**config.mk**
```make
export PLATFORM = sky130hd
export DESIGN_NAME = ate_queue
export DESIGN_NICKNAME = d
export VERILOG_FILES = /design/src/hdl/ate_pkg.sv /design/src/hdl/ate_queue.sv
export SDC_FILE = /design/constraint.sdc
export NUM_CORES = 1
export LEC_CHECK = 0
export BUFFER_PORTS_ARGS = -buffer_cell sky130_fd_sc_hd__buf_2
export CAP_MARGIN = 20
export CORE_ASPECT_RATIO = 1.1
export CORE_MARGIN = 2
export CORE_UTILIZATION = 35
export CTS_CLUSTER_SIZE = 16
export DETAILED_ROUTE_END_ITERATION = 8
export SYNTH_ARGS = -nofsm -noshare
export SYNTH_HDL_FRONTEND = slang
export SYNTH_SLANG_ARGS = --single-unit
```
**constraint.sdc**
```tcl
create_clock -name i_clk -period 7.2 [get_ports i_clk]
set_input_delay 0.72 -clock i_clk [delete_from_list [all_inputs] [get_ports i_clk]]
set_output_delay 0.72 -clock i_clk [all_outputs]
set_load 0.02 [all_outputs]
```
**src/hdl/ate_pkg.sv**
```systemverilog
// Shared types and constants for the ANSI text console engine.
// No dependencies; every other file imports this package.
package ate_pkg;

    localparam int COLUMNS     = 80;
    localparam int ROWS        = 25;
    localparam int CELLS       = COLUMNS * ROWS;
    localparam int MAX_PARAMS  = 8;
    localparam int QUEUE_DEPTH = 2;

    localparam int OFF_W = 11;
    localparam int COL_W = $clog2(COLUMNS);
    localparam int ROW_W = $clog2(ROWS);
    localparam int PW    = 14;
    localparam int PCW   = $clog2(MAX_PARAMS + 1);
    localparam int PIW   = $clog2(MAX_PARAMS);

    localparam logic [PW-1:0] PARAM_LIMIT   = PW'(9999);
    localparam logic [7:0]    ATTR_RESET    = 8'h07;
    localparam logic [15:0]   BLANK_RESET   = 16'h0720;

    localparam logic [7:0] CH_BS     = 8'h08;
    localparam logic [7:0] CH_TAB    = 8'h09;
    localparam logic [7:0] CH_LF     = 8'h0A;
    localparam logic [7:0] CH_CR     = 8'h0D;
    localparam logic [7:0] CH_ESC    = 8'h1B;
    localparam logic [7:0] CH_SPACE  = 8'h20;
    localparam logic [7:0] CH_ZERO   = 8'h30;
    localparam logic [7:0] CH_NINE   = 8'h39;
    localparam logic [7:0] CH_SEMI   = 8'h3B;
    localparam logic [7:0] CH_QUEST  = 8'h3F;
    localparam logic [7:0] CH_LBRACK = 8'h5B;
    localparam logic [7:0] CH_RIS    = 8'h63;
    localparam logic [7:0] FIN_LO    = 8'h40;
    localparam logic [7:0] FIN_HI    = 8'h7E;

    localparam logic [7:0] FIN_CUU = 8'h41;
    localparam logic [7:0] FIN_CUD = 8'h42;
    localparam logic [7:0] FIN_CUF = 8'h43;
    localparam logic [7:0] FIN_CUB = 8'h44;
    localparam logic [7:0] FIN_CUP = 8'h48;
    localparam logic [7:0] FIN_ED  = 8'h4A;
    localparam logic [7:0] FIN_EL  = 8'h4B;
    localparam logic [7:0] FIN_HVP = 8'h66;
    localparam logic [7:0] FIN_SGR = 8'h6D;
    localparam logic [7:0] FIN_SCP = 8'h73;
    localparam logic [7:0] FIN_RCP = 8'h75;

    typedef enum logic [2:0] {
        KIND_BYTE, KIND_OPEN, KIND_CLOSE, KIND_READ, KIND_ATTR
    } t_kind;

    typedef enum logic [3:0] {
        OP_NOP, OP_SYNC, OP_PRINT, OP_LF, OP_CR, OP_TAB, OP_BS,
        OP_CSI, OP_RIS, OP_OPEN, OP_CLOSE, OP_READ, OP_ATTR
    } t_op;

    typedef enum logic [1:0] {PS_GROUND, PS_ESC, PS_CSI} t_pstate;

    typedef enum logic [2:0] {
        BS_CLEAR, BS_IDLE, BS_FILL, BS_SCROLL, BS_SGR, BS_FIN
    } t_bstate;

    typedef struct packed {
        t_op                            op;
        logic [7:0]                     ch;
        logic [OFF_W-1:0]               addr;
        logic [7:0]                     attr;
        logic [MAX_PARAMS-1:0][PW-1:0]  params;
        logic [PCW-1:0]                 pcount;
        logic                           priv;
    } t_cmd;

endpackage

```
**src/hdl/ate_queue.sv**
```systemverilog
// Short command queue between the parser and the executor.
// Depends on ate_pkg for the command type.
module ate_queue import ate_pkg::*; #(
    parameter int DEPTH = QUEUE_DEPTH
) (
    input  logic i_clk,
    input  logic i_rst_n,
    input  logic i_push,
    input  t_cmd i_data,
    output logic o_full,
    input  logic i_pop,
    output logic o_valid,
    output t_cmd o_data
);

    localparam int AW = (DEPTH > 1) ? $clog2(DEPTH) : 1;
    localparam int CW = $clog2(DEPTH + 1);

    t_cmd          r_mem [DEPTH];
    logic [AW-1:0] r_wr, r_rd;
    logic [CW-1:0] r_cnt;

    assign o_full  = (r_cnt == CW'(DEPTH));
    assign o_valid = (r_cnt != '0);
    assign o_data  = r_mem[r_rd];

    always_ff @(posedge i_clk) begin
        if (i_push) r_mem[r_wr] <= i_data;
    end

    always_ff @(posedge i_clk) begin
        if (!i_rst_n) begin
            r_wr  <= '0;
            r_rd  <= '0;
            r_cnt <= '0;
        end else begin
            if (i_push) r_wr <= (r_wr == AW'(DEPTH - 1)) ? '0 : r_wr + AW'(1);
            if (i_pop)  r_rd <= (r_rd == AW'(DEPTH - 1)) ? '0 : r_rd + AW'(1);
            if (i_push && !i_pop)      r_cnt <= r_cnt + CW'(1);
            else if (!i_push && i_pop) r_cnt <= r_cnt - CW'(1);
        end
    end

endmodule

```
==> summary by stage <==
Detailed routing
The post-route DRC violation count is 0. The routed wire length per instance is 17.2 um. In this run the remaining antenna-violating nets after routing total 0.

Wires add up to 21.4 mm. The total via count in the routed design is 5482. The detailed router finished its first iteration with 219 violations. The first-pass iteration count of the detailed router is 4.

The ratio of routed vias to standard cells is 4.40.

Logic synthesis
The synthesis warning total is 0. The number of instances in the synthesized netlist is 482. Synthesis inferred 301 register bits. The mapped netlist covers 0.0109 sq mm.

Counting flops with a built-in enable in the synthesized netlist gives 296. The dominant register cell in the synthesized netlist is edfxtp_1. The share of synthesized flip-flops with an asynchronous set or reset is 0.

The portion of the post-synthesis area used by sequential elements is 0.822. Counting distinct cell types in the post-synthesis netlist gives 18. The mean cell area of the mapped netlist is 22.7 sq um. The number of nets in the synthesized netlist is 635.

Critical path
The worst-path maximum fanout is 76. The data arrival time of the worst path is 2370 ps. The cell with the largest stage delay on the worst path is buf_4.

The worst setup path is of the reg2out kind. The worst setup path is captured at an output port. For the worst flop-to-flop path, the logic depth is 2. Data on the critical path is required at its endpoint by 6480 ps. The worst reg2reg path endpoint is r_mem[1][47]$_DFFE_PP_. The startpoint identified for the worst register-to-register timing path is r_wr$_SDFFE_PN0P_.

The kind of start point of the critical path is a flop. In this run the register-to-register setup slack is 4820 ps. In this design, the stage delay of the slowest critical-path cell is 740 ps. Following the worst setup path forward leads to its endpoint at o_data[69]. The signal on the critical path passes through buf_4 -> mux2_2 -> buf_2.

Place
At the end of routability-driven placement, the weighted congestion stood at 0.721. The HPWL reported at the end of detailed placement is 13.9 mm. Input and output buffers added on the ports amount to 301. Before CTS, the worst setup slack after placement is 4360 ps.

The number of cells after detailed placement is 1187. The cell area reported after detailed placement is 0.0129 sq mm.

STA
Between clock sinks in the finished design, the worst skew comes to 15.6 ps. The number of pins exceeding their max-slew limit in the final report is 0. The final critical path time including I/O delays and setup is 3090 ps. The transition time of the tightest slew-check pin is 1050 ps. The hold violation count in the final report is 0. Setup repair after global routing left no endpoint under its margin.

Setup violations remaining at the end of the flow were counted as 0. The final worst-path setup slack is 4110 ps. After routing, the total negative slack on setup checks comes to 0 ps. The tightest hold path in the finished design has a slack of 354 ps. Measured against its own limit, the worst slew margin works out to 0.299. The share of the cycle needed by the critical path after routing is 0.430. The highest attainable clock frequency is 323 MHz.

Cells and area
The final design area excluding fillers is 0.0139 sq mm. The ratio of cells with drive above 1 in the final layout is 0.611. Measured on the finished design, the core utilization comes to 0.453.

In the final design database the tool counted 959 nets. The count of cells in the finished layout, fillers not included, comes to 1245. The growth of design area from synthesis to finish is 26.7%. Leaving out fill and tap cells, the most frequent cells in the layout are buf_2 (301), edfxtp_1 (296), mux2_2 (148), clkbuf_16 (31), clkbuf_8 (7). The number of inserted filler cells in the final layout is 2745. The commonest non-fill, non-tap cell in the layout is buf_2.

CTS
The clock drives 301 sinks. After clock tree synthesis, the flow added hold-fix buffers numbering 0. The clock passes through at most 3 buffers. Buffers inserted during clock tree synthesis total 31. The later pin in the worst-skew pair is clocked with a latency of 550 ps. The number of setup buffers added after CTS is 0. The clock input transition at the sequential cells of the worst setup and hold paths is 60 ps. The CTS tree is yes. The cell at the root of the clock tree is clkbuf_16. In this run the number of H-tree levels came out at 1. After clock tree synthesis, the repair step resized 0 gates.

Die
The total area inside the core boundary comes to 0.0306 sq mm. The height of the die is 189 um. The initial utilization of the core area, before any placement, comes to 0.357. The full die area is 0.0327 sq mm. The horizontal die dimension is 173 um. 302 I/O pins were placed. The floorplan has 67 rows.

GRT
The via count of the first global-routing pass is 5761. The first global-routing pass estimated 31.9 mm of wire. In the global route stage, overall resource usage came out at 0.125. Entering global routing, the biggest net connects 77 pins. After global routing the overflow that remains totals 0.

The number of antenna violations at the first check in global routing was 4.

Power
VDD sags by at most 0.000208 V. In this run the static leakage power is 5.15 nW. Power spread over the standard cell area amounts to 291 mW/mm^2.

The total power is 4.03 mW.

Run status
The run finished with clean final reports.

Job
The tool flagged a number of max-cap violations equal to 0.

Hold path
The tightest min-delay check is of the in2reg type. Counting instances, the worst hold path has a depth of 1.
[cells in the mapped netlist, types with 2 or more instances]
cell type | instances | share of area
buf_2 | 2 | 0.00092
nor2b_1 | 2 | 0.0011
buf_6 | 12 | 0.012
xor2_1 | 2 | 0.0016
edfxtp_1 | 296 | 0.81
and2_1 | 4 | 0.0023
dfxtp_1 | 5 | 0.0092
buf_4 | 2 | 0.0014
mux2_2 | 148 | 0.15
[power breakdown]
group	internal [mW]	switching, mW
registers	2.03	0.0193
logic	0.181	0.272
clock network	0.923	0.609
[worst min path at each step]
stage,from,endpoint,slack [ps]
after floorplan,r_cnt[1]$_SDFFE_PN0P_,r_cnt[1]$_SDFFE_PN0P_,470
after global placement,r_cnt[1]$_SDFFE_PN0P_,r_cnt[1]$_SDFFE_PN0P_,490
after detailed placement,r_cnt[1]$_SDFFE_PN0P_,r_cnt[1]$_SDFFE_PN0P_,500
after CTS,i_data[24],r_mem[0][24]$_DFFE_PP_,320
after global routing,i_data[127],r_mem[0][127]$_DFFE_PP_,320
final,i_data[24],r_mem[0][24]$_DFFE_PP_,350
[sequential cells by signal, indices dropped and copies added, names as in the netlist, named ones only]
name	cells
r_mem	296
r_cnt	2
r_rd	1
r_wr	1
[area by class of cell]
class	count	area (sq um)	share of cell area
Sequential cell	301	8990	0.649
Multi-Input combinational cell	164	1790	0.129
Timing Repair Buffer	307	1550	0.112
Clock buffer	44	895	0.0645
Tap cell	414	518	0.0374
Clock inverter	10	96.3	0.00695
Antenna cell	4	10.0	0.000722
Inverter	1	3.75	0.000271
[worst max-delay path, delay by kind of cell, from the launching register on]
family / cells / cell delay (ps)
buffers and inverters: 2 / 910
flip-flops: 1 / 370
multiplexers: 1 / 430
[metal layers]
metal / vias up / wire length [um] / GRT usage
met2: 194 / 10700 / 0.214
met4: 0 / 550 / 0.0431
met1: 2675 / 8140 / 0.143
met5: - / 0 / 0
li1: 2570 / - / -
met3: 43 / 1950 / 0.0482
[logic make-up (layout without fill, tap and decap cells)]
group,Yosys count,after routing,share of synthesized area
AOI/OAI and AO/OA,3,3,0.00183
buffers and inverters,17,362,0.0150
and+or+nand+nor,9,9,0.00538
muxes,148,148,0.152
other,0,4,0
DFF,301,301,0.822
adders and majority gates,1,1,0.00114
xor gates and xnor gates,3,3,0.00240
Note: power is estimated with default switching activity, not from simulation.
