### config.mk
export PLATFORM = sky130hd
export DESIGN_NAME = ate_front
export DESIGN_NICKNAME = d
export VERILOG_FILES = /design/src/hdl/ate_pkg.sv /design/src/hdl/ate_front.sv
export SDC_FILE = /design/constraint.sdc
export NUM_CORES = 1
export LEC_CHECK = 0
export ABC_CLOCK_PERIOD_IN_PS = 5300
export BUFFER_PORTS_ARGS = -buffer_cell sky130_fd_sc_hd__clkbuf_2
export CAP_MARGIN = 20
export CORE_AREA = 3 3 163 117
export DETAILED_ROUTE_END_ITERATION = 10
export DIE_AREA = 0 0 166 120
export GPL_TIMING_DRIVEN = 0
export PLACE_DENSITY = 0.67
export SKIP_CTS_REPAIR_TIMING = 1
export SLEW_MARGIN = 20
export SYNTH_ARGS = -nofsm -noshare
export SYNTH_HDL_FRONTEND = slang
export SYNTH_SLANG_ARGS = --single-unit
### constraint.sdc
create_clock -name i_clk -period 5.3 [get_ports i_clk]
set_clock_uncertainty 0.15 [all_clocks]
set_input_delay 0.265 -clock i_clk [delete_from_list [all_inputs] [get_ports i_clk]]
set_output_delay 0.265 -clock i_clk [all_outputs]
set_load 0.02 [all_outputs]
### src/hdl/ate_pkg.sv
// Shared types and constants for the ANSI text console engine.
// No dependencies; every other file imports this package.
package ate_pkg;

    localparam int COLUMNS     = 80;
    localparam int ROWS        = 25;
    localparam int CELLS       = COLUMNS * ROWS;
    localparam int MAX_PARAMS  = 8;
    localparam int QUEUE_DEPTH = 2;

    localparam int OFF_W = 11;
    localparam int COL_W = $clog2(COLUMNS);
    localparam int ROW_W = $clog2(ROWS);
    localparam int PW    = 14;
    localparam int PCW   = $clog2(MAX_PARAMS + 1);
    localparam int PIW   = $clog2(MAX_PARAMS);

    localparam logic [PW-1:0] PARAM_LIMIT   = PW'(9999);
    localparam logic [7:0]    ATTR_RESET    = 8'h07;
    localparam logic [15:0]   BLANK_RESET   = 16'h0720;

    localparam logic [7:0] CH_BS     = 8'h08;
    localparam logic [7:0] CH_TAB    = 8'h09;
    localparam logic [7:0] CH_LF     = 8'h0A;
    localparam logic [7:0] CH_CR     = 8'h0D;
    localparam logic [7:0] CH_ESC    = 8'h1B;
    localparam logic [7:0] CH_SPACE  = 8'h20;
    localparam logic [7:0] CH_ZERO   = 8'h30;
    localparam logic [7:0] CH_NINE   = 8'h39;
    localparam logic [7:0] CH_SEMI   = 8'h3B;
    localparam logic [7:0] CH_QUEST  = 8'h3F;
    localparam logic [7:0] CH_LBRACK = 8'h5B;
    localparam logic [7:0] CH_RIS    = 8'h63;
    localparam logic [7:0] FIN_LO    = 8'h40;
    localparam logic [7:0] FIN_HI    = 8'h7E;

    localparam logic [7:0] FIN_CUU = 8'h41;
    localparam logic [7:0] FIN_CUD = 8'h42;
    localparam logic [7:0] FIN_CUF = 8'h43;
    localparam logic [7:0] FIN_CUB = 8'h44;
    localparam logic [7:0] FIN_CUP = 8'h48;
    localparam logic [7:0] FIN_ED  = 8'h4A;
    localparam logic [7:0] FIN_EL  = 8'h4B;
    localparam logic [7:0] FIN_HVP = 8'h66;
    localparam logic [7:0] FIN_SGR = 8'h6D;
    localparam logic [7:0] FIN_SCP = 8'h73;
    localparam logic [7:0] FIN_RCP = 8'h75;

    typedef enum logic [2:0] {
        KIND_BYTE, KIND_OPEN, KIND_CLOSE, KIND_READ, KIND_ATTR
    } t_kind;

    typedef enum logic [3:0] {
        OP_NOP, OP_SYNC, OP_PRINT, OP_LF, OP_CR, OP_TAB, OP_BS,
        OP_CSI, OP_RIS, OP_OPEN, OP_CLOSE, OP_READ, OP_ATTR
    } t_op;

    typedef enum logic [1:0] {PS_GROUND, PS_ESC, PS_CSI} t_pstate;

    typedef enum logic [2:0] {
        BS_CLEAR, BS_IDLE, BS_FILL, BS_SCROLL, BS_SGR, BS_FIN
    } t_bstate;

    typedef struct packed {
        t_op                            op;
        logic [7:0]                     ch;
        logic [OFF_W-1:0]               addr;
        logic [7:0]                     attr;
        logic [MAX_PARAMS-1:0][PW-1:0]  params;
        logic [PCW-1:0]                 pcount;
        logic                           priv;
    } t_cmd;

endpackage

### src/hdl/ate_front.sv
// Front end: escape sequence parser that turns each transaction into a command.
// Depends on ate_pkg.
module ate_front import ate_pkg::*; (
    input  logic             i_clk,
    input  logic             i_rst_n,
    input  logic             i_accept,
    input  logic [2:0]       i_kind,
    input  logic [7:0]       i_char_byte,
    input  logic [OFF_W-1:0] i_cell_address,
    input  logic [7:0]       i_attr_value,
    output t_cmd             o_cmd
);

    t_pstate                        r_pstate, n_pstate;
    logic [MAX_PARAMS-1:0][PW-1:0]  r_params, n_params;
    logic [PCW-1:0]                 r_pcount, n_pcount;
    logic                           r_hasd, n_hasd;
    logic                           r_priv, n_priv;

    always_comb begin
        logic [PCW-1:0] cnt;
        logic [PIW-1:0] slot;
        logic [PW+3:0]  v;
        o_cmd        = '0;
        o_cmd.op     = OP_NOP;
        o_cmd.ch     = i_char_byte;
        o_cmd.addr   = i_cell_address;
        o_cmd.attr   = i_attr_value;
        o_cmd.params = r_params;
        o_cmd.pcount = r_pcount;
        o_cmd.priv   = r_priv;
        n_pstate = r_pstate;
        n_params = r_params;
        n_pcount = r_pcount;
        n_hasd   = r_hasd;
        n_priv   = r_priv;
        cnt  = r_hasd ? r_pcount : r_pcount + PCW'(1);
        slot = PIW'(cnt - PCW'(1));
        v    = ({4'b0, r_params[slot]} << 3) + ({4'b0, r_params[slot]} << 1)
               + (PW+4)'(i_char_byte - CH_ZERO);
        case (t_kind'(i_kind))
            KIND_BYTE: begin
                o_cmd.op = OP_SYNC;
                case (r_pstate)
                    PS_GROUND: begin
                        if (i_char_byte == CH_ESC) n_pstate = PS_ESC;
                        else if (i_char_byte == CH_LF) o_cmd.op = OP_LF;
                        else if (i_char_byte == CH_CR) o_cmd.op = OP_CR;
                        else if (i_char_byte == CH_TAB) o_cmd.op = OP_TAB;
                        else if (i_char_byte == CH_BS) o_cmd.op = OP_BS;
                        else if (i_char_byte >= CH_SPACE) o_cmd.op = OP_PRINT;
                    end
                    PS_ESC: begin
                        n_pstate = PS_GROUND;
                        if (i_char_byte == CH_LBRACK) begin
                            n_params = '0;
                            n_pcount = '0;
                            n_hasd   = 1'b0;
                            n_priv   = 1'b0;
                            n_pstate = PS_CSI;
                        end else if (i_char_byte == CH_RIS) begin
                            o_cmd.op = OP_RIS;
                        end
                    end
                    PS_CSI: begin
                        if (i_char_byte >= CH_ZERO && i_char_byte <= CH_NINE) begin
                            // drop digits once every parameter slot is taken
                            if (r_hasd || r_pcount < PCW'(MAX_PARAMS)) begin
                                n_pcount = cnt;
                                n_hasd   = 1'b1;
                                n_params[slot] = (v > (PW+4)'(PARAM_LIMIT)) ?
                                                 PARAM_LIMIT : v[PW-1:0];
                            end
                        end else if (i_char_byte == CH_SEMI) begin
                            if (!r_hasd && r_pcount < PCW'(MAX_PARAMS))
                                n_pcount = r_pcount + PCW'(1);
                            n_hasd = 1'b0;
                        end else if (i_char_byte == CH_QUEST) begin
                            n_priv = 1'b1;
                        end else if (i_char_byte >= FIN_LO && i_char_byte <= FIN_HI) begin
                            o_cmd.op = OP_CSI;
                            n_pstate = PS_GROUND;
                        end
                    end
                    default: n_pstate = PS_GROUND;
                endcase
            end
            KIND_OPEN:  o_cmd.op = OP_OPEN;
            KIND_CLOSE: o_cmd.op = OP_CLOSE;
            KIND_READ:  o_cmd.op = OP_READ;
            KIND_ATTR:  o_cmd.op = OP_ATTR;
            default:    o_cmd.op = OP_NOP;
        endcase
    end

    always_ff @(posedge i_clk) begin
        if (!i_rst_n) begin
            r_pstate <= PS_GROUND;
            r_params <= '0;
            r_pcount <= '0;
            r_hasd   <= 1'b0;
            r_priv   <= 1'b0;
        end else if (i_accept) begin
            r_pstate <= n_pstate;
            r_params <= n_params;
            r_pcount <= n_pcount;
            r_hasd   <= n_hasd;
            r_priv   <= n_priv;
        end
    end

endmodule

==> impl_metrics.prom, run 1 <==
# TYPE chip_impl_metric gauge
chip_impl_metric{name="final_layout_size_suffix_gt1_share",unit="%"} 34.4
chip_impl_metric{name="layout.cell_area.non_filler",unit="sq um"} 9690
chip_impl_metric{name="critPathMaxFanout",unit=""} 9
chip_impl_metric{name="vias_in_the_first_global_route",unit=""} 7077
chip_impl_metric{name="die_x",unit="um"} 166
chip_impl_info{name="timing.rr.start",value="r_hasd"} 1
chip_impl_metric{name="floorplan.die_area",unit="sq um"} 19900
chip_impl_info{name="worst_setup_path_startpoint",value="r_hasd"} 1
chip_impl_metric{name="max_clock_freq",unit="GHz"} 0.174
chip_impl_info{name="cts_tree",value="built"} 1
chip_impl_metric{name="drv_slew",unit=""} 0
chip_impl_metric{name="antenna_violating_nets_post_route",unit=""} 0
chip_impl_metric{name="flow.area_growth_from_synthesis",unit="%"} 38.6
chip_impl_metric{name="detail_route.first_pass.iterations",unit=""} 7
chip_impl_info{name="synthTopCellsByCount",value="120 x dfxtp_1, 80 x o21ai_0, 61 x nand2_1"} 1
chip_impl_metric{name="arrival",unit="ps"} 5930
chip_impl_metric{name="cp.required",unit="ps"} 5470
chip_impl_metric{name="area_post_placement",unit="sq um"} 8310
chip_impl_metric{name="synth_async_sr_flop_share",unit="%"} 0
chip_impl_metric{name="setup_total_negative_slack",unit="ps"} -44160
chip_impl_metric{name="numPortBuffers",unit=""} 158
chip_impl_metric{name="synth_cells",unit=""} 798
chip_impl_metric{name="routabilityCongestion",unit=""} 0.979
chip_impl_metric{name="grt_antenna_before_repair",unit=""} 0
chip_impl_info{name="path_class",value="register to register"} 1
chip_impl_info{name="hold_path.class",value="input port to register"} 1
chip_impl_metric{name="core-area",unit="sq um"} 17800
chip_impl_metric{name="worstMarginPinSlew",unit="ps"} 1020
chip_impl_metric{name="final-setup-viol-count",unit=""} 112
chip_impl_info{name="critical_path.slowest_cell",value="fa_1"} 1
chip_impl_metric{name="synth.net_count",unit=""} 873
chip_impl_metric{name="n_antenna_cell",unit=""} 0
chip_impl_metric{name="synth.yosys.seq_area_share",unit="%"} 34.4
chip_impl_info{name="run_status",value="finished, violations left"} 1
chip_impl_info{name="netlist.top_cell.by_area",value="dfxtp_1"} 1
chip_impl_metric{name="track_usage",unit="%"} 26.4
chip_impl_metric{name="clkSlewWorstSetupHoldPaths",unit="ps"} 60
chip_impl_metric{name="detail_route.drc_violations",unit=""} 0
chip_impl_metric{name="worst-r2r-setup-slack",unit="ps"} -460
chip_impl_info{name="cts_root_buf",value="clkbuf_16"} 1
chip_impl_metric{name="detailedRoute.firstIterationViolations",unit=""} 1001
chip_impl_metric{name="average_instance_area_after_synthesis",unit="sq um"} 8.76
chip_impl_metric{name="fin_total_pwr",unit="mW"} 2.29
chip_impl_info{name="cp_endpoint",value="o_cmd[24]"} 1
chip_impl_metric{name="timing.critical_path.slowest_cell_delay",unit="ps"} 500
chip_impl_metric{name="yosys_warning_total",unit=""} 0
chip_impl_metric{name="cts_buffer_depth",unit=""} 2
chip_impl_metric{name="num_vias",unit=""} 7855
chip_impl_info{name="post-synth-top-count-cell",value="dfxtp_1"} 1
chip_impl_metric{name="first_pass_grt_wire_length",unit="um"} 40800
chip_impl_metric{name="cell_variety_after_synth",unit=""} 69
chip_impl_metric{name="clk-insertion-delay-late",unit="ps"} 430
chip_impl_metric{name="tritoncts.num_buffers",unit=""} 17
chip_impl_info{name="setup_crit_start_kind",value="register"} 1
chip_impl_metric{name="ios",unit=""} 181
chip_impl_metric{name="cts.htree.levels",unit=""} 4
chip_impl_metric{name="timing.max_slew.rel_slack",unit="%"} 32.2
chip_impl_metric{name="power_density",unit="nW/um^2"} 236
chip_impl_metric{name="detailedPlacementHpwl",unit="um"} 20300
chip_impl_info{name="failed_checks",value="setup timing"} 1
chip_impl_info{name="r2r-end",value="o_cmd[24]"} 1
chip_impl_metric{name="floorplan.die.height",unit="um"} 120
chip_impl_metric{name="timing.reg2reg.worst_path_depth",unit=""} 26
chip_impl_metric{name="synth-seq-cells",unit=""} 120
chip_impl_metric{name="clock_sink_count",unit=""} 120
chip_impl_metric{name="design.final.nets",unit=""} 1097
chip_impl_metric{name="syn-cell-area",unit="sq um"} 6990
chip_impl_info{name="postSynth.topFlopCell",value="dfxtp_1"} 1
chip_impl_metric{name="grt_max_degree",unit=""} 17
chip_impl_metric{name="period_share",unit="%"} 109
chip_impl_metric{name="initial_utilization",unit="%"} 39.3
chip_impl_metric{name="synth-edff-count",unit=""} 0
chip_impl_info{name="grt_setup_unrepaired",value="true"} 1
chip_impl_metric{name="floorplan.rows",unit=""} 41
chip_impl_info{name="synth.top_cells.by_area",value="dfxtp_1 34%, a32o_1 5.7%, o21ai_0 5.7%, ha_1 5.2%, a32oi_1 4.1%"} 1
chip_impl_metric{name="routed_wire_length_per_instance",unit="um"} 22.4
chip_impl_metric{name="drv.max_cap_violation_count",unit=""} 0
chip_impl_metric{name="p_leak",unit="nW"} 4.18
chip_impl_metric{name="avgViaCountPerCell",unit=""} 6.18
chip_impl_metric{name="min_period",unit="ps"} 5760
chip_impl_metric{name="synth_top_area_share",unit="%"} 34.4
chip_impl_info{name="critPathCaptureType",value="register"} 1
chip_impl_metric{name="grt-ovfl-total",unit=""} 0
chip_impl_metric{name="drt-total-wl",unit="um"} 28500
chip_impl_metric{name="final_critical_path_setup_slack",unit="ps"} -464
chip_impl_metric{name="hold-worst-slack",unit="ps"} 71.7
chip_impl_metric{name="post-route-util",unit="%"} 54.5
chip_impl_metric{name="finalHoldViolCount",unit=""} 0
chip_impl_metric{name="ir_drop",unit="mV"} 0.222
-- worst max-delay path: cells and delay by family (launching register included) --
family / cells / cell delay [ps]
AOI/OAI and AO/OA: 5 / 1320
buffers and inverters: 9 / 1240
adders and majority gates: 3 / 990
and+or+nand+nor: 5 / 830
xor gates and xnor gates: 4 / 770
DFF: 1 / 310
-- area by class of cell --
type                    instances  area [sq um]
multi-input cells             570          4600
well taps                     236           295
fillers                      1612          8110
repair buffers                204          1230
plain buffers                  75           463
clock inverters                13           125
inverters                      34           133
flip-flops and latches        120          2410
clock buffers                  19           443
-- where the power goes --
part	total, mW	leakage, nW	switching, mW	internal, mW
registers	0.902	0.967	0.00000236	0.902
logic	0.276	2.94	0.174	0.102
clock network	1.11	0.273	0.453	0.659
-- registers in the layout, indices dropped and copies added (netlist names) --
register  count
o_cmd       112
r_hasd        1
r_pcount      4
r_priv        1
r_pstate      2
-- routing by layer --
layer,up-vias,GRT usage [%],part of all wire (%)
met2,558,37.1,41
li1,3483,-,-
met4,2,6.81,2.2
met1,3743,37.6,42
met5,-,0,0.24
met3,69,10.3,14
-- logic make-up after synthesis --
logic type,count (synthesis),share of synthesized area [%]
compound gates,307,31.4
xor+xnor,17,2.24
fa+ha+maj,42,8.91
buf+inv,110,8.02
flops,120,34.4
mux,5,0.734
simple gates,197,14.3
-- placed cells by master (no fill, tap or decap), types with 5 or more instances in the layout --
| master | netlist | routed |
|---|---|---|
| a21boi_0 | 9 | 9 |
| a21o_1 | 8 | 8 |
| a21oi_1 | 42 | 39 |
| a22o_1 | 24 | 23 |
| a22oi_1 | 20 | 18 |
| a32o_1 | 40 | 40 |
| a32oi_1 | 33 | 33 |
| and2_1 | 5 | 5 |
| and3_1 | 11 | 11 |
| buf_12 | 0 | 5 |
| buf_4 | 30 | 63 |
| buf_6 | 3 | 16 |
| clkbuf_1 | 29 | 29 |
| clkbuf_16 | 0 | 17 |
| clkbuf_2 | 1 | 158 |
| clkinv_4 | 0 | 8 |
| dfxtp_1 | 120 | 118 |
| fa_1 | 13 | 12 |
| ha_1 | 29 | 22 |
| ha_4 | 0 | 5 |
| inv_1 | 33 | 33 |
| nand2_1 | 61 | 57 |
| nand4_1 | 12 | 12 |
| nor2_1 | 49 | 43 |
| nor2_4 | 0 | 5 |
| nor3_1 | 14 | 10 |
| nor3_4 | 0 | 6 |
| nor4_4 | 0 | 6 |
| o21ai_0 | 80 | 56 |
| o21ai_1 | 5 | 27 |
| o22ai_1 | 21 | 16 |
| o22ai_2 | 0 | 5 |
| xnor2_1 | 10 | 7 |
-- worst min-delay path by stage --
stage,from,end,slack (ps),cells after the start
2_1_floorplan,r_priv,r_priv,340,2
3_3_place_gp,o_cmd[116],o_cmd[116],320,2
3_5_place_dp,o_cmd[116],o_cmd[116],330,2
4_1_cts,i_accept,r_priv,90,4
5_1_grt,i_accept,r_priv,130,4
6_report,i_accept,r_priv,70,4
-- through the flow --
stage / setup slack (ps) / cells
floorplan: 14.7 / 798
global placement: -1070 / 1192
detailed placement: -1110 / 1192
CTS: -1170 / 1224
global route: -656 / 1271
finish: -464 / 1271
Power figures use the tool's default switching activity.
==> inputs of run 2 (changes only) <==
--- a/config.mk
+++ b/config.mk
@@ -5,14 +5,16 @@
 export SDC_FILE = /design/constraint.sdc
 export NUM_CORES = 1
 export LEC_CHECK = 0
+export ABC_AREA = 1
 export ABC_CLOCK_PERIOD_IN_PS = 5300
 export BUFFER_PORTS_ARGS = -buffer_cell sky130_fd_sc_hd__clkbuf_2
 export CAP_MARGIN = 20
-export CORE_AREA = 3 3 163 117
+export CORE_AREA = 3 3 171 123
 export DETAILED_ROUTE_END_ITERATION = 10
-export DIE_AREA = 0 0 166 120
+export DIE_AREA = 0 0 174 126
 export GPL_TIMING_DRIVEN = 0
-export PLACE_DENSITY = 0.67
+export MAX_ROUTING_LAYER = met4
+export PLACE_DENSITY = 0.66
 export SKIP_CTS_REPAIR_TIMING = 1
 export SLEW_MARGIN = 20
 export SYNTH_ARGS = -nofsm -noshare
==> impl_metrics.prom, run 2 <==
# TYPE chip_impl_metric gauge
chip_impl_info{name="run_status",value="finished clean"} 1
chip_impl_metric{name="comb_power_share",unit="%"} 10.7
chip_impl_metric{name="clkSlewWorstSetupHoldPaths",unit="ps"} 60
chip_impl_metric{name="cts.htree.levels",unit=""} 4
chip_impl_metric{name="n_antenna_cell",unit=""} 0
chip_impl_metric{name="post-place-ws",unit="ps"} -1260
chip_impl_metric{name="cp.required",unit="ps"} 5430
chip_impl_metric{name="synth.net_count",unit=""} 1221
chip_impl_metric{name="drv.max_cap_violation_count",unit=""} 0
chip_impl_metric{name="design.final.nets",unit=""} 1439
chip_impl_metric{name="cell_variety_after_synth",unit=""} 44
chip_impl_metric{name="dr_wl_met3",unit="um"} 3750
chip_impl_metric{name="power.share.clock",unit="%"} 51.4
chip_impl_metric{name="numPortBuffers",unit=""} 161
chip_impl_metric{name="syn-cell-area",unit="sq um"} 7780
chip_impl_metric{name="antenna_violating_nets_post_route",unit=""} 0
chip_impl_metric{name="largest_reg_flops",unit=""} 112
chip_impl_info{name="postSynth.topFlopCell",value="dfxtp_1"} 1
chip_impl_metric{name="netSwitchingPower",unit="mW"} 0.650
chip_impl_metric{name="ir_drop",unit="mV"} 0.187
chip_impl_metric{name="final.fill_count",unit=""} 1961
chip_impl_metric{name="critPathMaxFanout",unit=""} 9
chip_impl_metric{name="netSwitchingFraction",unit="%"} 27.3
chip_impl_metric{name="synth-edff-count",unit=""} 0
chip_impl_metric{name="arrival",unit="ps"} 5290
chip_impl_info{name="maxUsedRoutingLayer",value="met4"} 1
chip_impl_info{name="critPathCaptureType",value="register"} 1
chip_impl_metric{name="tritoncts.num_buffers",unit=""} 17
chip_impl_metric{name="clock_sink_count",unit=""} 120
chip_impl_metric{name="period_share",unit="%"} 97.3
chip_impl_metric{name="floorplan.rows",unit=""} 43
chip_impl_info{name="path_class",value="register to register"} 1
chip_impl_metric{name="detailedPlacementHpwl",unit="um"} 22400
chip_impl_metric{name="cellInternalPower",unit="mW"} 1.73
chip_impl_info{name="setup_crit_start_kind",value="register"} 1
chip_impl_metric{name="first_pass_grt_wire_length",unit="um"} 44000
chip_impl_metric{name="min_period",unit="ps"} 5160
chip_impl_metric{name="met2_length",unit="um"} 12600
chip_impl_metric{name="core-area",unit="sq um"} 19600
chip_impl_metric{name="setup_total_negative_slack",unit="ps"} 0
chip_impl_info{name="most_frequent_standard_cell_in_the_layout_excluding_fill_and_tap_cells",value="nand2_1"} 1
chip_impl_metric{name="yosys_warning_total",unit=""} 0
chip_impl_metric{name="avgViaCountPerCell",unit=""} 5.39
chip_impl_metric{name="synth_top_area_share",unit="%"} 30.9
chip_impl_metric{name="num_vias",unit=""} 8883
chip_impl_metric{name="detail_route.first_pass.iterations",unit=""} 7
chip_impl_metric{name="initial_utilization",unit="%"} 39.7
chip_impl_metric{name="average_instance_area_after_synthesis",unit="sq um"} 6.79
chip_impl_metric{name="vias_in_the_first_global_route",unit=""} 7808
chip_impl_info{name="netlist.top_cell.by_area",value="dfxtp_1"} 1
chip_impl_metric{name="synth_async_sr_flop_share",unit="%"} 0
chip_impl_info{name="hold_path.class",value="input port to register"} 1
chip_impl_metric{name="power_density",unit="nW/um^2"} 230
chip_impl_metric{name="p_leak",unit="nW"} 4.60
chip_impl_metric{name="detailedRoute.firstIterationViolations",unit=""} 1224
chip_impl_metric{name="fin_total_pwr",unit="mW"} 2.38
chip_impl_metric{name="die_x",unit="um"} 174
chip_impl_metric{name="ios",unit=""} 181
chip_impl_metric{name="synth-seq-cells",unit=""} 120
chip_impl_info{name="synth.top_cells.by_area",value="dfxtp_1 31%, nand2_1 19%, a21oi_1 9.3%, inv_1 4.7%, ha_1 4.7%"} 1
chip_impl_metric{name="layout.cell_area.non_filler",unit="sq um"} 10300
chip_impl_info{name="cts_tree",value="built"} 1
chip_impl_metric{name="worstMarginPinSlew",unit="ps"} 934
chip_impl_metric{name="synth_cells",unit=""} 1146
chip_impl_metric{name="drv_slew",unit=""} 0
chip_impl_info{name="synthTopCellsByCount",value="393 x nand2_1, 144 x a21oi_1, 120 x dfxtp_1"} 1
chip_impl_metric{name="grt_max_degree",unit=""} 17
chip_impl_metric{name="final_layout_size_suffix_gt1_share",unit="%"} 29.0
chip_impl_metric{name="synth.yosys.seq_area_share",unit="%"} 30.9
chip_impl_metric{name="max_clock_freq",unit="GHz"} 0.194
chip_impl_metric{name="finalHoldViolCount",unit=""} 0
chip_impl_metric{name="routabilityCongestion",unit=""} 1.02
chip_impl_info{name="post-synth-top-count-cell",value="nand2_1"} 1
chip_impl_metric{name="track_usage",unit="%"} 26.4
chip_impl_metric{name="share_seq_of_total_power",unit="%"} 37.8
chip_impl_metric{name="grt_antenna_before_repair",unit=""} 0
chip_impl_info{name="most_used_cells_in_the_layout_excluding_fill_and_tap_cells",value="374 x nand2_1, 162 x clkbuf_2, 140 x a21oi_1"} 1
chip_impl_metric{name="cts_buffer_depth",unit=""} 2
chip_impl_info{name="cts_root_buf",value="clkbuf_16"} 1
chip_impl_metric{name="floorplan.die.height",unit="um"} 126
chip_impl_metric{name="detail_route.drc_violations",unit=""} 0
chip_impl_metric{name="flow.area_growth_from_synthesis",unit="%"} 33.0
chip_impl_metric{name="m1WireLength",unit="um"} 12900
chip_impl_metric{name="timing.max_slew.rel_slack",unit="%"} 37.5
chip_impl_metric{name="routed_wire_length_per_instance",unit="um"} 18.2
chip_impl_metric{name="floorplan.die_area",unit="sq um"} 21900
chip_impl_metric{name="final-setup-viol-count",unit=""} 0
chip_impl_metric{name="drt-total-wl",unit="um"} 30000
chip_impl_metric{name="clk-insertion-delay-late",unit="ps"} 420
chip_impl_metric{name="final_critical_path_setup_slack",unit="ps"} 141
chip_impl_metric{name="grt-ovfl-total",unit=""} 0
chip_impl_metric{name="area_post_placement",unit="sq um"} 8920
## run 2: power groups by stage
stage               clock [mW]  combinational, mW  sequential (mW)
floorplan                    0              0.134            0.922
global placement             0              0.208            0.922
detailed placement           0              0.211            0.922
CTS                       1.23              0.212            0.902
global route              1.27              0.272            0.901
finish                    1.23              0.256            0.901
## run 2: worst paths after layout
check / from / endpoint / slack, ps / cells past startpoint
min reg2reg: r_priv / r_priv / 290 / 2
min: i_rst_n / r_pcount[0] / 10 / 3
max reg2reg: r_pcount[0] / o_cmd[19] / 140 / 27
max: r_pcount[0] / o_cmd[19] / 140 / 27
## run 2: area by class of cell
cell class / count / area (sq um) / area share [%]
repair buffers: 199 / 1140 / 11.0
plain buffers: 76 / 574 / 5.55
clock inverters: 15 / 190 / 1.84
multi-input cells: 845 / 4850 / 46.9
flip-flops and latches: 120 / 2410 / 23.3
inverters: 105 / 423 / 4.09
clock buffers: 17 / 425 / 4.11
well taps: 270 / 338 / 3.27
## run 2: per-layer routing
| layer | GRT usage (%) | up-vias |
|---|---|---|
| li1 | - | 4174 |
| met1 | 37.5 | 4110 |
| met2 | 36.1 | 523 |
| met3 | 7.84 | 76 |
| met4 | 7.47 | 0 |
| met5 | - | - |
## run 2: critical path: stages (launching register included)
cell	delay, ps
dfxtp_2	390
inv_1	100
nand2_1	120
nand2_4	120
buf_8	150
ha_4	330
clkinvlp_4	210
buf_8	200
nand3_4	110
o22ai_1	90
nor2_1	180
nand2_2	140
fa_1	520
inv_1	70
fa_1	450
nand2_1	80
nand2_1	120
nand3b_1	130
nand2_2	220
nor2_1	170
nand2_1	60
nand3_1	80
nand2_1	80
nand2_4	130
buf_6	160
nand3_4	240
nand2_2	140
a21oi_1	60
## run 2: per-stage QoR
stage,hold WS (ps),util [%],std cells
3_3_place_gp,283,45.6,1577
5_1_grt,27.5,52.8,1647
3_5_place_dp,285,45.6,1577
4_1_cts,8.03,48.7,1609
2_1_floorplan,238,-,1146
6_report,14.3,52.8,1647
## run 2: logic make-up (layout without fill, tap and decap cells)
| family | count (synthesis) | count (layout) | synth area share, % |
|---|---|---|---|
| and+or+nand+nor | 587 | 587 | 33.4 |
| AOI/OAI and AO/OA | 207 | 207 | 14.7 |
| xor gates and xnor gates | 8 | 8 | 1.38 |
| buffers and inverters | 181 | 412 | 11.6 |
| adders and majority gates | 42 | 42 | 8.01 |
| muxes | 1 | 1 | 0.129 |
| DFF | 120 | 120 | 30.9 |
==> inputs of run 3 (changes only) <==
--- a/config.mk
+++ b/config.mk
@@ -9,12 +9,14 @@
 export ABC_CLOCK_PERIOD_IN_PS = 5300
 export BUFFER_PORTS_ARGS = -buffer_cell sky130_fd_sc_hd__clkbuf_2
 export CAP_MARGIN = 20
-export CORE_AREA = 3 3 171 123
+export CELL_PAD_IN_SITES_DETAIL_PLACEMENT = 2
+export CELL_PAD_IN_SITES_GLOBAL_PLACEMENT = 2
+export CORE_AREA = 3 3 207 149
 export DETAILED_ROUTE_END_ITERATION = 10
-export DIE_AREA = 0 0 174 126
+export DIE_AREA = 0 0 210 152
 export GPL_TIMING_DRIVEN = 0
 export MAX_ROUTING_LAYER = met4
-export PLACE_DENSITY = 0.66
+export PLACE_DENSITY = 0.79
 export SKIP_CTS_REPAIR_TIMING = 1
 export SLEW_MARGIN = 20
 export SYNTH_ARGS = -nofsm -noshare
==> impl_metrics.prom, run 3 (synthesis gave the netlist of run 2 again) <==
# TYPE chip_impl_metric gauge
chip_impl_metric{name="final-instance-count-excl-fill",unit=""} 1751
chip_impl_metric{name="critPathMaxFanout",unit=""} 10
chip_impl_info{name="cts_root_buf",value="clkbuf_16"} 1
chip_impl_metric{name="grt-ovfl-total",unit=""} 0
chip_impl_metric{name="sequential_cell_area",unit="sq um"} 2410
chip_impl_metric{name="hold-worst-slack",unit="ps"} 2.59
chip_impl_metric{name="timing.max_slew.rel_slack",unit="%"} 37.0
chip_impl_info{name="hold_path.class",value="input port to register"} 1
chip_impl_metric{name="drv_slew",unit=""} 0
chip_impl_metric{name="grt_antenna_before_repair",unit=""} 0
chip_impl_info{name="worst_hold_path.endpoint",value="r_pcount[0]"} 1
chip_impl_metric{name="floorplan.rows",unit=""} 52
chip_impl_metric{name="arrival",unit="ps"} 5480
chip_impl_metric{name="initial_utilization",unit="%"} 27.0
chip_impl_info{name="holdCritStartpoint",value="i_rst_n"} 1
chip_impl_metric{name="avgViaCountPerCell",unit=""} 5.26
chip_impl_metric{name="final-setup-viol-count",unit=""} 0
chip_impl_metric{name="track_usage",unit="%"} 23.9
chip_impl_metric{name="cts.htree.levels",unit=""} 4
chip_impl_info{name="critPathCaptureType",value="register"} 1
chip_impl_metric{name="grt_max_degree",unit=""} 17
chip_impl_metric{name="first_pass_grt_wire_length",unit="um"} 57100
chip_impl_info{name="run_status",value="finished clean"} 1
chip_impl_metric{name="max_clock_freq",unit="GHz"} 0.189
chip_impl_metric{name="worst-r2r-setup-slack",unit="ps"} 10
chip_impl_metric{name="detail_route.first_pass.iterations",unit=""} 5
chip_impl_metric{name="finalHoldViolCount",unit=""} 0
chip_impl_info{name="path_common_cell",value="nand2_1"} 1
chip_impl_metric{name="routabilityCongestion",unit=""} 0.960
chip_impl_metric{name="place_inst",unit=""} 1685
chip_impl_info{name="cts_tree",value="built"} 1
chip_impl_metric{name="routed_wire_length_per_instance",unit="um"} 23.4
chip_impl_metric{name="floorplan.die_area",unit="sq um"} 31900
chip_impl_metric{name="final_layout_size_suffix_gt1_share",unit="%"} 30.1
chip_impl_metric{name="detail_route.drc_violations",unit=""} 0
chip_impl_metric{name="largest_reg_flops",unit=""} 112
chip_impl_metric{name="clk-insertion-delay-late",unit="ps"} 440
chip_impl_metric{name="clock_sink_count",unit=""} 120
chip_impl_metric{name="flow.area_growth_from_synthesis",unit="%"} 36.7
chip_impl_info{name="timing.rr.start",value="r_pcount[0]"} 1
chip_impl_metric{name="num_vias",unit=""} 9214
chip_impl_metric{name="numPortBuffers",unit=""} 161
chip_impl_metric{name="cp.required",unit="ps"} 5490
chip_impl_metric{name="cp.buffers_inverters",unit=""} 6
chip_impl_metric{name="p_leak",unit="nW"} 4.59
chip_impl_metric{name="cts_buffer_depth",unit=""} 2
chip_impl_metric{name="detailedPlacementHpwl",unit="um"} 29700
chip_impl_metric{name="timing.reg2reg.worst_path_depth",unit=""} 28
chip_impl_metric{name="multi_input_comb_area",unit="sq um"} 4980
chip_impl_metric{name="detailedRoute.firstIterationViolations",unit=""} 622
chip_impl_metric{name="final.fill_count",unit=""} 3368
chip_impl_info{name="most_used_cells_in_the_layout_excluding_fill_and_tap_cells",value="366 x nand2_1, 162 x clkbuf_2, 140 x a21oi_1"} 1
chip_impl_metric{name="power_density",unit="nW/um^2"} 231
chip_impl_metric{name="ios",unit=""} 181
chip_impl_info{name="cp_top_family",value="simple AND/OR/NAND/NOR gates"} 1
chip_impl_metric{name="tritoncts.num_buffers",unit=""} 17
chip_impl_metric{name="antenna_violating_nets_post_route",unit=""} 0
chip_impl_info{name="path_class",value="register to register"} 1
chip_impl_info{name="most_frequent_standard_cell_in_the_layout_excluding_fill_and_tap_cells",value="nand2_1"} 1
chip_impl_metric{name="setup_total_negative_slack",unit="ps"} 0
chip_impl_metric{name="floorplan.die.height",unit="um"} 152
chip_impl_metric{name="clkSlewWorstSetupHoldPaths",unit="ps"} 60
chip_impl_metric{name="n_antenna_cell",unit=""} 0
chip_impl_metric{name="drt-total-wl",unit="um"} 41000
chip_impl_metric{name="post-route-util",unit="%"} 36.9
chip_impl_metric{name="worstSetupPathDepth",unit=""} 28
chip_impl_metric{name="hold_depth",unit=""} 3
chip_impl_metric{name="ir_drop",unit="mV"} 0.211
chip_impl_metric{name="min_period",unit="ps"} 5290
chip_impl_info{name="setup_crit_start_kind",value="register"} 1
chip_impl_metric{name="design.final.nets",unit=""} 1436
chip_impl_metric{name="fin_total_pwr",unit="mW"} 2.46
chip_impl_info{name="r2r-end",value="o_cmd[31]"} 1
chip_impl_metric{name="drv.max_cap_violation_count",unit=""} 0
chip_impl_metric{name="timing.critical_path.slowest_cell_delay",unit="ps"} 580
chip_impl_metric{name="period_share",unit="%"} 99.8
chip_impl_metric{name="die_x",unit="um"} 210
chip_impl_info{name="worst_setup_path_startpoint",value="r_pcount[0]"} 1
chip_impl_metric{name="worstMarginPinSlew",unit="ps"} 946
chip_impl_metric{name="vias_in_the_first_global_route",unit=""} 9437
chip_impl_info{name="critical_path.slowest_cell",value="fa_1"} 1
chip_impl_metric{name="core-area",unit="sq um"} 28800
run 3: final cells by class:
class | count | area share [%]
Buffer | 76 | 5.42
Sequential cell | 120 | 22.7
Clock inverter | 11 | 1.62
Timing Repair Buffer | 196 | 10.7
Inverter | 105 | 4.05
Multi-Input combinational cell | 845 | 46.8
Tap cell | 378 | 4.45
Clock buffer | 20 | 4.20
run 3: layer usage:
metal / vias to the layer above / wire length [um] / GRT usage (%)
met4: 0 / 589 / 5.55
met2: 290 / 19300 / 37.3
met3: 43 / 2400 / 5.28
met5: - / 0 / -
met1: 4718 / 18700 / 31.8
li1: 4163 / - / -
run 3: power by group:
part	switching [mW]	internal [mW]	leakage (nW)
Combinational	0.193	0.0840	3.33
Clock	0.484	0.798	0.289
Sequential	0.0000131	0.900	0.968
Total	0.677	1.78	4.59
run 3: how the worst max path moves through the flow:
stage / slack, ps / to
6_report: 10 / o_cmd[31]
4_1_cts: -1860 / o_cmd[21]
2_1_floorplan: 280 / o_cmd[23]
5_1_grt: -140 / o_cmd[38]
3_3_place_gp: -1580 / o_cmd[47]
3_5_place_dp: -1790 / o_cmd[33]
run 3: metrics by stage:
step | setup WS [ps] | instance area, sq um
after floorplan | 276 | 7780
after global placement | -1580 | 9060
after detailed placement | -1790 | 9060
after CTS | -1860 | 9680
after global routing | -135 | 10600
final | 12.8 | 10600
run 3: worst register-to-register path: cells and delay by family (launching register included):
family	cells	cell delay, ps
buffers and inverters	6	1040
and+or+nand+nor	18	2180
DFF	1	400
AOI/OAI and AO/OA	1	200
adders and majority gates	3	1230
